<file path="src/hw/rtl/otf_pkg.sv">
// Shared constants, types and glyph ROM for the OLED text frame buffer.
package otf_pkg;

	localparam int PANEL_WIDTH  = 128;
	localparam int PANEL_PAGES  = 8;
	localparam int STORE_BYTES  = PANEL_WIDTH * PANEL_PAGES;
	localparam int ADDR_W       = $clog2(STORE_BYTES);

	localparam int LINE_PITCH   = 11;
	localparam int SLOT_PITCH   = 7;
	localparam int LINE_COUNT   = 5;
	localparam int SLOT_COUNT   = 18;
	localparam int GLYPH_COLS   = 5;
	localparam int GLYPH_ROWS   = 7;
	localparam int BOLD_COLS    = GLYPH_COLS + 1;
	localparam int STREAM_HDR   = 3;
	localparam int QUEUE_DEPTH  = 2;

	// operation codes
	localparam logic [1:0] OP_CLEAR = 2'd0;
	localparam logic [1:0] OP_DRAW  = 2'd1;
	localparam logic [1:0] OP_FETCH = 2'd2;

	// queued work kinds
	localparam logic [1:0] KIND_CLEAR = 2'd0;
	localparam logic [1:0] KIND_DRAW  = 2'd1;
	localparam logic [1:0] KIND_CMD   = 2'd2;
	localparam logic [1:0] KIND_DATA  = 2'd3;

	// stream header positions
	localparam logic [7:0] SIDX_PAGE   = 8'd0;
	localparam logic [7:0] SIDX_COL_LO = 8'd1;
	localparam logic [7:0] SIDX_COL_HI = 8'd2;

	localparam logic [3:0] CMD_PAGE_HI   = 4'hB;
	localparam logic [3:0] CMD_COL_LO_HI = 4'h0;
	localparam logic [3:0] CMD_COL_HI_HI = 4'h1;

	// configuration register indexes
	localparam logic [1:0] CFG_PANEL_READY   = 2'd0;
	localparam logic [1:0] CFG_COLUMN_OFFSET = 2'd1;

	typedef logic [ADDR_W-1:0] addr_t;
	typedef logic [GLYPH_ROWS-1:0] gcol_t;
	typedef gcol_t [GLYPH_COLS-1:0] glyph_t;
	typedef gcol_t [BOLD_COLS-1:0] bold_t;

	typedef struct packed {
		logic [1:0] kind;
		logic [7:0] cmd_byte;
		addr_t      addr;
		logic [6:0] x;
		logic [2:0] page0;
		logic [2:0] shift;
		bold_t      bold;
	} item_t;

	typedef struct packed {
		logic       panel_ready;
		logic [7:0] column_offset;
	} cfg_t;

	typedef struct packed {
		logic  valid;
		item_t item;
	} head_t;

	typedef struct packed {
		logic pop;
		logic init_busy;
	} back_status_t;

	function automatic glyph_t mk(input logic [7:0] c0, input logic [7:0] c1,
			input logic [7:0] c2, input logic [7:0] c3, input logic [7:0] c4);
		glyph_t g;
		g[0] = c0[GLYPH_ROWS-1:0];
		g[1] = c1[GLYPH_ROWS-1:0];
		g[2] = c2[GLYPH_ROWS-1:0];
		g[3] = c3[GLYPH_ROWS-1:0];
		g[4] = c4[GLYPH_ROWS-1:0];
		return g;
	endfunction

	function automatic glyph_t glyph_lookup(input logic [7:0] code);
		glyph_t g;
		unique case (code)
			8'h2D: g = mk(8'h08, 8'h08, 8'h08, 8'h08, 8'h08);
			8'h2E: g = mk(8'h00, 8'h60, 8'h60, 8'h00, 8'h00);
			8'h2F: g = mk(8'h40, 8'h20, 8'h10, 8'h08, 8'h04);
			8'h30: g = mk(8'h3E, 8'h51, 8'h49, 8'h45, 8'h3E);
			8'h31: g = mk(8'h00, 8'h42, 8'h7F, 8'h40, 8'h00);
			8'h32: g = mk(8'h42, 8'h61, 8'h51, 8'h49, 8'h46);
			8'h33: g = mk(8'h21, 8'h41, 8'h45, 8'h4B, 8'h31);
			8'h34: g = mk(8'h18, 8'h14, 8'h12, 8'h7F, 8'h10);
			8'h35: g = mk(8'h27, 8'h45, 8'h45, 8'h45, 8'h39);
			8'h36: g = mk(8'h3C, 8'h4A, 8'h49, 8'h49, 8'h30);
			8'h37: g = mk(8'h01, 8'h71, 8'h09, 8'h05, 8'h03);
			8'h38: g = mk(8'h36, 8'h49, 8'h49, 8'h49, 8'h36);
			8'h39: g = mk(8'h06, 8'h49, 8'h49, 8'h29, 8'h1E);
			8'h41: g = mk(8'h7E, 8'h11, 8'h11, 8'h11, 8'h7E);
			8'h44: g = mk(8'h7F, 8'h41, 8'h41, 8'h22, 8'h1C);
			8'h45: g = mk(8'h7F, 8'h49, 8'h49, 8'h49, 8'h41);
			8'h46: g = mk(8'h7F, 8'h09, 8'h09, 8'h09, 8'h01);
			8'h48: g = mk(8'h7F, 8'h08, 8'h08, 8'h08, 8'h7F);
			8'h49: g = mk(8'h00, 8'h41, 8'h7F, 8'h41, 8'h00);
			8'h4B: g = mk(8'h7F, 8'h08, 8'h14, 8'h22, 8'h41);
			8'h4C: g = mk(8'h7F, 8'h40, 8'h40, 8'h40, 8'h40);
			8'h4D: g = mk(8'h7F, 8'h02, 8'h0C, 8'h02, 8'h7F);
			8'h4F: g = mk(8'h3E, 8'h41, 8'h41, 8'h41, 8'h3E);
			8'h50: g = mk(8'h7F, 8'h09, 8'h09, 8'h09, 8'h06);
			8'h52: g = mk(8'h7F, 8'h09, 8'h19, 8'h29, 8'h46);
			8'h53: g = mk(8'h46, 8'h49, 8'h49, 8'h49, 8'h31);
			8'h54: g = mk(8'h01, 8'h01, 8'h7F, 8'h01, 8'h01);
			8'h55: g = mk(8'h3F, 8'h40, 8'h40, 8'h40, 8'h3F);
			8'h56: g = mk(8'h1F, 8'h20, 8'h40, 8'h20, 8'h1F);
			8'h57: g = mk(8'h7F, 8'h20, 8'h18, 8'h20, 8'h7F);
			8'h58: g = mk(8'h63, 8'h14, 8'h08, 8'h14, 8'h63);
			8'h59: g = mk(8'h03, 8'h04, 8'h78, 8'h04, 8'h03);
			default: g = '0;
		endcase
		return g;
	endfunction

endpackage

</file>
<file path="src/hw/rtl/otf_front.sv">
// Front end: accepts commands, classifies them and queues work for the back end.
module otf_front (
	input  logic                 clk,
	input  logic                 arst_n,
	input  logic                 start,
	output logic                 busy,
	input  logic [1:0]           operation,
	input  logic [2:0]           text_line,
	input  logic [4:0]           char_slot,
	input  logic [7:0]           char_code,
	input  logic [2:0]           page_number,
	input  logic [7:0]           stream_index,
	input  otf_pkg::cfg_t        cfg,
	input  otf_pkg::back_status_t bstat,
	output otf_pkg::head_t       head
);

	localparam int PTR_W = $clog2(otf_pkg::QUEUE_DEPTH);
	localparam int CNT_W = $clog2(otf_pkg::QUEUE_DEPTH + 1);

	otf_pkg::item_t  q_mem_q [otf_pkg::QUEUE_DEPTH];
	logic [PTR_W-1:0] wr_ptr_q;
	logic [PTR_W-1:0] rd_ptr_q;
	logic [CNT_W-1:0] count_q;

	otf_pkg::item_t  cls;
	otf_pkg::glyph_t glyph;
	logic            keep;
	logic            full;
	logic            push;
	logic [5:0]      y;
	int              col;

	always_comb begin
		cls   = '0;
		keep  = 1'b0;
		glyph = otf_pkg::glyph_lookup(char_code);
		y     = 6'(int'(text_line) * otf_pkg::LINE_PITCH);
		col   = int'(stream_index) - otf_pkg::STREAM_HDR;
		cls.x     = 7'(int'(char_slot) * otf_pkg::SLOT_PITCH);
		cls.page0 = y[5:3];
		cls.shift = y[2:0];
		for (int j = 0; j < otf_pkg::BOLD_COLS; j++) begin
			cls.bold[j] = '0;
			if (j < otf_pkg::GLYPH_COLS) begin
				cls.bold[j] = cls.bold[j] | glyph[j];
			end
			if (j > 0) begin
				cls.bold[j] = cls.bold[j] | glyph[j-1];
			end
		end
		unique case (operation)
			otf_pkg::OP_CLEAR: begin
				keep     = 1'b1;
				cls.kind = otf_pkg::KIND_CLEAR;
			end
			otf_pkg::OP_DRAW: begin
				keep = cfg.panel_ready && (int'(text_line) < otf_pkg::LINE_COUNT)
					&& (int'(char_slot) < otf_pkg::SLOT_COUNT);
				cls.kind = otf_pkg::KIND_DRAW;
			end
			otf_pkg::OP_FETCH: begin
				keep     = cfg.panel_ready && (int'(page_number) < otf_pkg::PANEL_PAGES);
				cls.kind = otf_pkg::KIND_CMD;
				cls.addr = otf_pkg::ADDR_W'(int'(page_number) * otf_pkg::PANEL_WIDTH + col);
				if (stream_index == otf_pkg::SIDX_PAGE) begin
					cls.cmd_byte = {otf_pkg::CMD_PAGE_HI, 1'b0, page_number};
				end else if (stream_index == otf_pkg::SIDX_COL_LO) begin
					cls.cmd_byte = {otf_pkg::CMD_COL_LO_HI, cfg.column_offset[3:0]};
				end else if (stream_index == otf_pkg::SIDX_COL_HI) begin
					cls.cmd_byte = {otf_pkg::CMD_COL_HI_HI, cfg.column_offset[7:4]};
				end else if (col < otf_pkg::PANEL_WIDTH) begin
					cls.kind = otf_pkg::KIND_DATA;
				end else begin
					keep = 1'b0;
				end
			end
			default: keep = 1'b0;
		endcase
	end

	assign full = (count_q == CNT_W'(otf_pkg::QUEUE_DEPTH));
	assign busy = full | bstat.init_busy;
	assign push = start & ~busy & keep;

	always_ff @(posedge clk or negedge arst_n) begin
		if (!arst_n) begin
			wr_ptr_q <= '0;
			rd_ptr_q <= '0;
			count_q  <= '0;
		end else begin
			if (push) begin
				wr_ptr_q <= (wr_ptr_q == PTR_W'(otf_pkg::QUEUE_DEPTH - 1)) ? '0 : wr_ptr_q + 1'b1;
			end
			if (bstat.pop) begin
				rd_ptr_q <= (rd_ptr_q == PTR_W'(otf_pkg::QUEUE_DEPTH - 1)) ? '0 : rd_ptr_q + 1'b1;
			end
			case ({push, bstat.pop})
				2'b10:   count_q <= count_q + 1'b1;
				2'b01:   count_q <= count_q - 1'b1;
				default: count_q <= count_q;
			endcase
		end
	end

	always_ff @(posedge clk) begin
		if (push) begin
			q_mem_q[wr_ptr_q] <= cls;
		end
	end

	assign head.valid = (count_q != '0);
	assign head.item  = q_mem_q[rd_ptr_q];

	a_count_max: assert property (@(posedge clk) disable iff (!arst_n)
		count_q <= CNT_W'(otf_pkg::QUEUE_DEPTH))
		else $error("queue count overflow");

	a_pop_nonempty: assert property (@(posedge clk) disable iff (!arst_n)
		bstat.pop |-> count_q != '0)
		else $error("pop from empty queue");

endmodule

</file>
<file path="config.mk">
export PLATFORM = sky130hd
export DESIGN_NAME = otf_front
export DESIGN_NICKNAME = d
export VERILOG_FILES = /design/src/hw/rtl/otf_pkg.sv /design/src/hw/rtl/otf_front.sv
export SDC_FILE = /design/constraint.sdc
export NUM_CORES = 1
export LEC_CHECK = 0
export ABC_AREA = 1
export BUFFER_PORTS_ARGS = -buffer_cell sky130_fd_sc_hd__clkbuf_2
export CORE_MARGIN = 1.5
export CORE_UTILIZATION = 33
export CTS_CLUSTER_SIZE = 25
export DETAILED_ROUTE_END_ITERATION = 7
export GPL_ROUTABILITY_DRIVEN = 0
export PLACE_DENSITY = 0.58
export SLEW_MARGIN = 25
export SYNTH_ARGS = -nofsm -noshare
export SYNTH_HDL_FRONTEND = slang
export SYNTH_MEMORY_MAX_BITS = 65536
export SYNTH_SLANG_ARGS = --single-unit
export TNS_END_PERCENT = 100
</file>
<file path="constraint.sdc">
create_clock -name clk -period 13.2 [get_ports clk]
set_clock_uncertainty 0.15 [all_clocks]
set_input_delay 1.32 -clock clk [delete_from_list [all_inputs] [get_ports clk]]
set_output_delay 1.32 -clock clk [all_outputs]
set_load 0.05 [all_outputs]
</file>
==> results.sh <==
export IMPL_ff2ff_path_depth=6
export IMPL_crit_required_ns=13.09
export IMPL_drt_total_wl_um=20500
export IMPL_route_detailed_drc=0
export IMPL_m1WireLength_um=8880
export IMPL_grt_pass1_wl_um=32000
export IMPL_dieArea_mm2=0.0260
export IMPL_hold_depth=2
export IMPL_start_util=0.338
export IMPL_synthDistinctLibCells=48
export IMPL_clk_pin_slew_ns=0.06
export IMPL_power_density_mw_per_mm2=168
export IMPL_end_kind="flop"
export IMPL_path_class="primary input to flop"
export IMPL_ir_worst_vdd_uv=91.7
export IMPL_setup_tns_ns=0
export IMPL_n_antenna_cell=0
export IMPL_power_mw=1.63
export IMPL_layout_common_cells="146 x edfxtp_1, 118 x clkbuf_2, 111 x nand2_1, 73 x mux2_2, 62 x inv_1"
export IMPL_drv_cap=0
export IMPL_final_nets=952
export IMPL_synth_yosys_seq_area_share=0.542
export IMPL_synth_main_ff_cell="edfxtp_1"
export IMPL_grt_pass1_vias=5850
export IMPL_drtIter0Drc=772
export IMPL_cts_tree="built"
export IMPL_cts_buffers=17
export IMPL_routed_wl_met2_um=9550
export IMPL_crit_fanout=66
export IMPL_cts_setup_buffers=0
export IMPL_grt_total_usage=0.160
export IMPL_num_rows=57
export IMPL_finalMaxSlewViolations=0
export IMPL_post_dp_hpwl_um=14400
export IMPL_core_area_mm2=0.0245
export IMPL_placed_area_mm2=0.00910
export IMPL_seq_area_mm2=0.00449
export IMPL_drive_gt1_frac=0.296
export IMPL_status="completed"
export IMPL_ant_nets=0
export IMPL_htree_levels=4
export IMPL_boundaryPins=120
export IMPL_netlist_area_mm2=0.00827
export IMPL_post_cts_resized=0
export IMPL_start_kind="primary input"
export IMPL_cts_sinks=150
export IMPL_synthArstFlopShare=0.0267
export IMPL_avgSynthCellArea_um2=10.9
export IMPL_multiInputGateArea_mm2=0.00332
export IMPL_viasPerCell=5.04
export IMPL_post_place_cells=1169
export IMPL_fp_dieW_um=161
export IMPL_slew_limit_headroom=0.368
export IMPL_crit_arrival_ns=3.53
export IMPL_synth_top_area_cell="edfxtp_1"
export IMPL_fin_cells=1202
export IMPL_avgRoutedWirePerCell_um=17.1
export IMPL_cts_root_buf="clkbuf_16"
export IMPL_holdBufCountCts=0
export IMPL_grt_max_degree=75
export IMPL_grt_overflow=0
export IMPL_dr_max_layer_used="met4"
export IMPL_synth_nets=845
export IMPL_synth_cells=758
export IMPL_cts_buffer_depth=2
export IMPL_synth_area_leaders="edfxtp_1 53%, mux2_2 9.9%, ha_1 5.6%"
export IMPL_tightest_slew_ns=0.949
export IMPL_vias=6057
export IMPL_hold_class="flop to flop"
export IMPL_hold_viol_final=0
export IMPL_fin_crit_sh=0.276
export IMPL_synth_top_area_share=0.530
export IMPL_layout_cell_area_non_filler_mm2=0.00970
export IMPL_insertion_delay_ns=0.41
export IMPL_n_fill_cell=2397
export IMPL_setup_viol=0
export IMPL_io_buffers=118
export IMPL_ys_ff_latch=150
export IMPL_areaGrowthSynthToFinish_pct=17.3
export IMPL_finalCriticalPeriod_ns=3.64
export IMPL_max_freq_mhz=275
export IMPL_p_leak_nw=3.97
export IMPL_antenna_found_initial=0
export IMPL_dr_pass1_iters=6
export IMPL_rsz0062_at_grt="no"
export IMPL_wl_met3_um=1560
export IMPL_ys_warn_count=0
export IMPL_final_common_cell="edfxtp_1"
export IMPL_die_height_um=161
export IMPL_synth_edf_count=146
## critical path: stages
cell and delay, ns:
clkbuf_2 0.09, inv_1 0.10, nand2_1 0.07, nor2_2 0.18, nand3_2 0.16, nand3_1 0.14
nand2_1 0.06, nand3_1 0.09, nand2_1 0.05, nand2_1 0.10, nand2_2 0.10, nor2_4 0.23
buf_4 0.75
## per-stage QoR
stage	util	hold WS [ns]	setup WS (ns)
2_1_floorplan	-	0.292	7.25
3_3_place_gp	0.372	0.318	9.13
3_5_place_dp	0.372	0.315	9.06
4_1_cts	0.396	0.328	9.40
5_1_grt	0.397	0.351	9.20
6_report	0.397	0.322	9.56
## final timing paths
kind                       slack (ns)            start        endpoint
min in group asynchronous        0.55           arst_n      count_q[0]
setup reg to reg                10.47       count_q[1]  q_mem_q[1][28]
hold / removal                   0.32         wr_ptr_q        wr_ptr_q
setup / recovery                 9.56  stream_index[5]  q_mem_q[1][28]
hold reg to reg                  0.32         wr_ptr_q        wr_ptr_q
max in group asynchronous       12.20           arst_n        rd_ptr_q
## power breakdown
part	leakage, nW	switching [mW]	internal, mW	total, mW
registers	1.37	0.0223	0.554	0.576
clock network	0.274	0.200	0.264	0.463
logic	2.32	0.421	0.171	0.592
## state kept, by name, summed over array words and instances (netlist names)
register / flops
q_mem_q: 146
rd_ptr_q: 1
count_q: 2
wr_ptr_q: 1
## synth_stat cells, types with 3 or more instances
| cell | n |
|---|---|
| edfxtp_1 | 146 |
| nand2_1 | 111 |
| mux2_2 | 73 |
| inv_1 | 63 |
| o21ai_0 | 52 |
| nor2_1 | 49 |
| a21oi_1 | 44 |
| ha_1 | 37 |
| nand3_1 | 27 |
| o21ai_1 | 27 |
| clkbuf_1 | 11 |
| buf_2 | 10 |
| nor3_1 | 10 |
| inv_2 | 9 |
| nor2_2 | 8 |
| xor2_1 | 8 |
| fa_1 | 7 |
| a31oi_1 | 6 |
| buf_4 | 5 |
| buf_6 | 5 |
| dfrtp_1 | 4 |
| a221oi_1 | 3 |
| nor2_4 | 3 |
| nor4_1 | 3 |
| o31ai_1 | 3 |
## area by class of cell
cell class,count,area share
clock buffer,17,0.0438
inverter,74,0.0289
tap,324,0.0418
sequential,150,0.463
timing repair buffer,121,0.0652
multi-input combinational,501,0.343
clock inverter,15,0.0151
## metal layers
layer  up-vias  global-route usage
met5         -                   0
met4         0              0.0589
met3        45              0.0395
met2       300               0.249
met1      2833               0.214
li1       2879                   -
## cell families (layout without fill, tap and decap cells)
family | count (synthesis) | in the layout | synth area share
AND/OR/NAND/NOR | 220 | 220 | 0.115
AO/OA/AOI/OAI | 153 | 153 | 0.103
flip-flops | 150 | 150 | 0.542
buffers and inverters | 107 | 227 | 0.0572
multiplexers | 73 | 73 | 0.0993
adder cells (fa/ha/maj) | 44 | 44 | 0.0729
XOR/XNOR | 10 | 10 | 0.0106
other | 1 | 1 | 0.000453
Note: power is estimated with default switching activity, not from simulation.
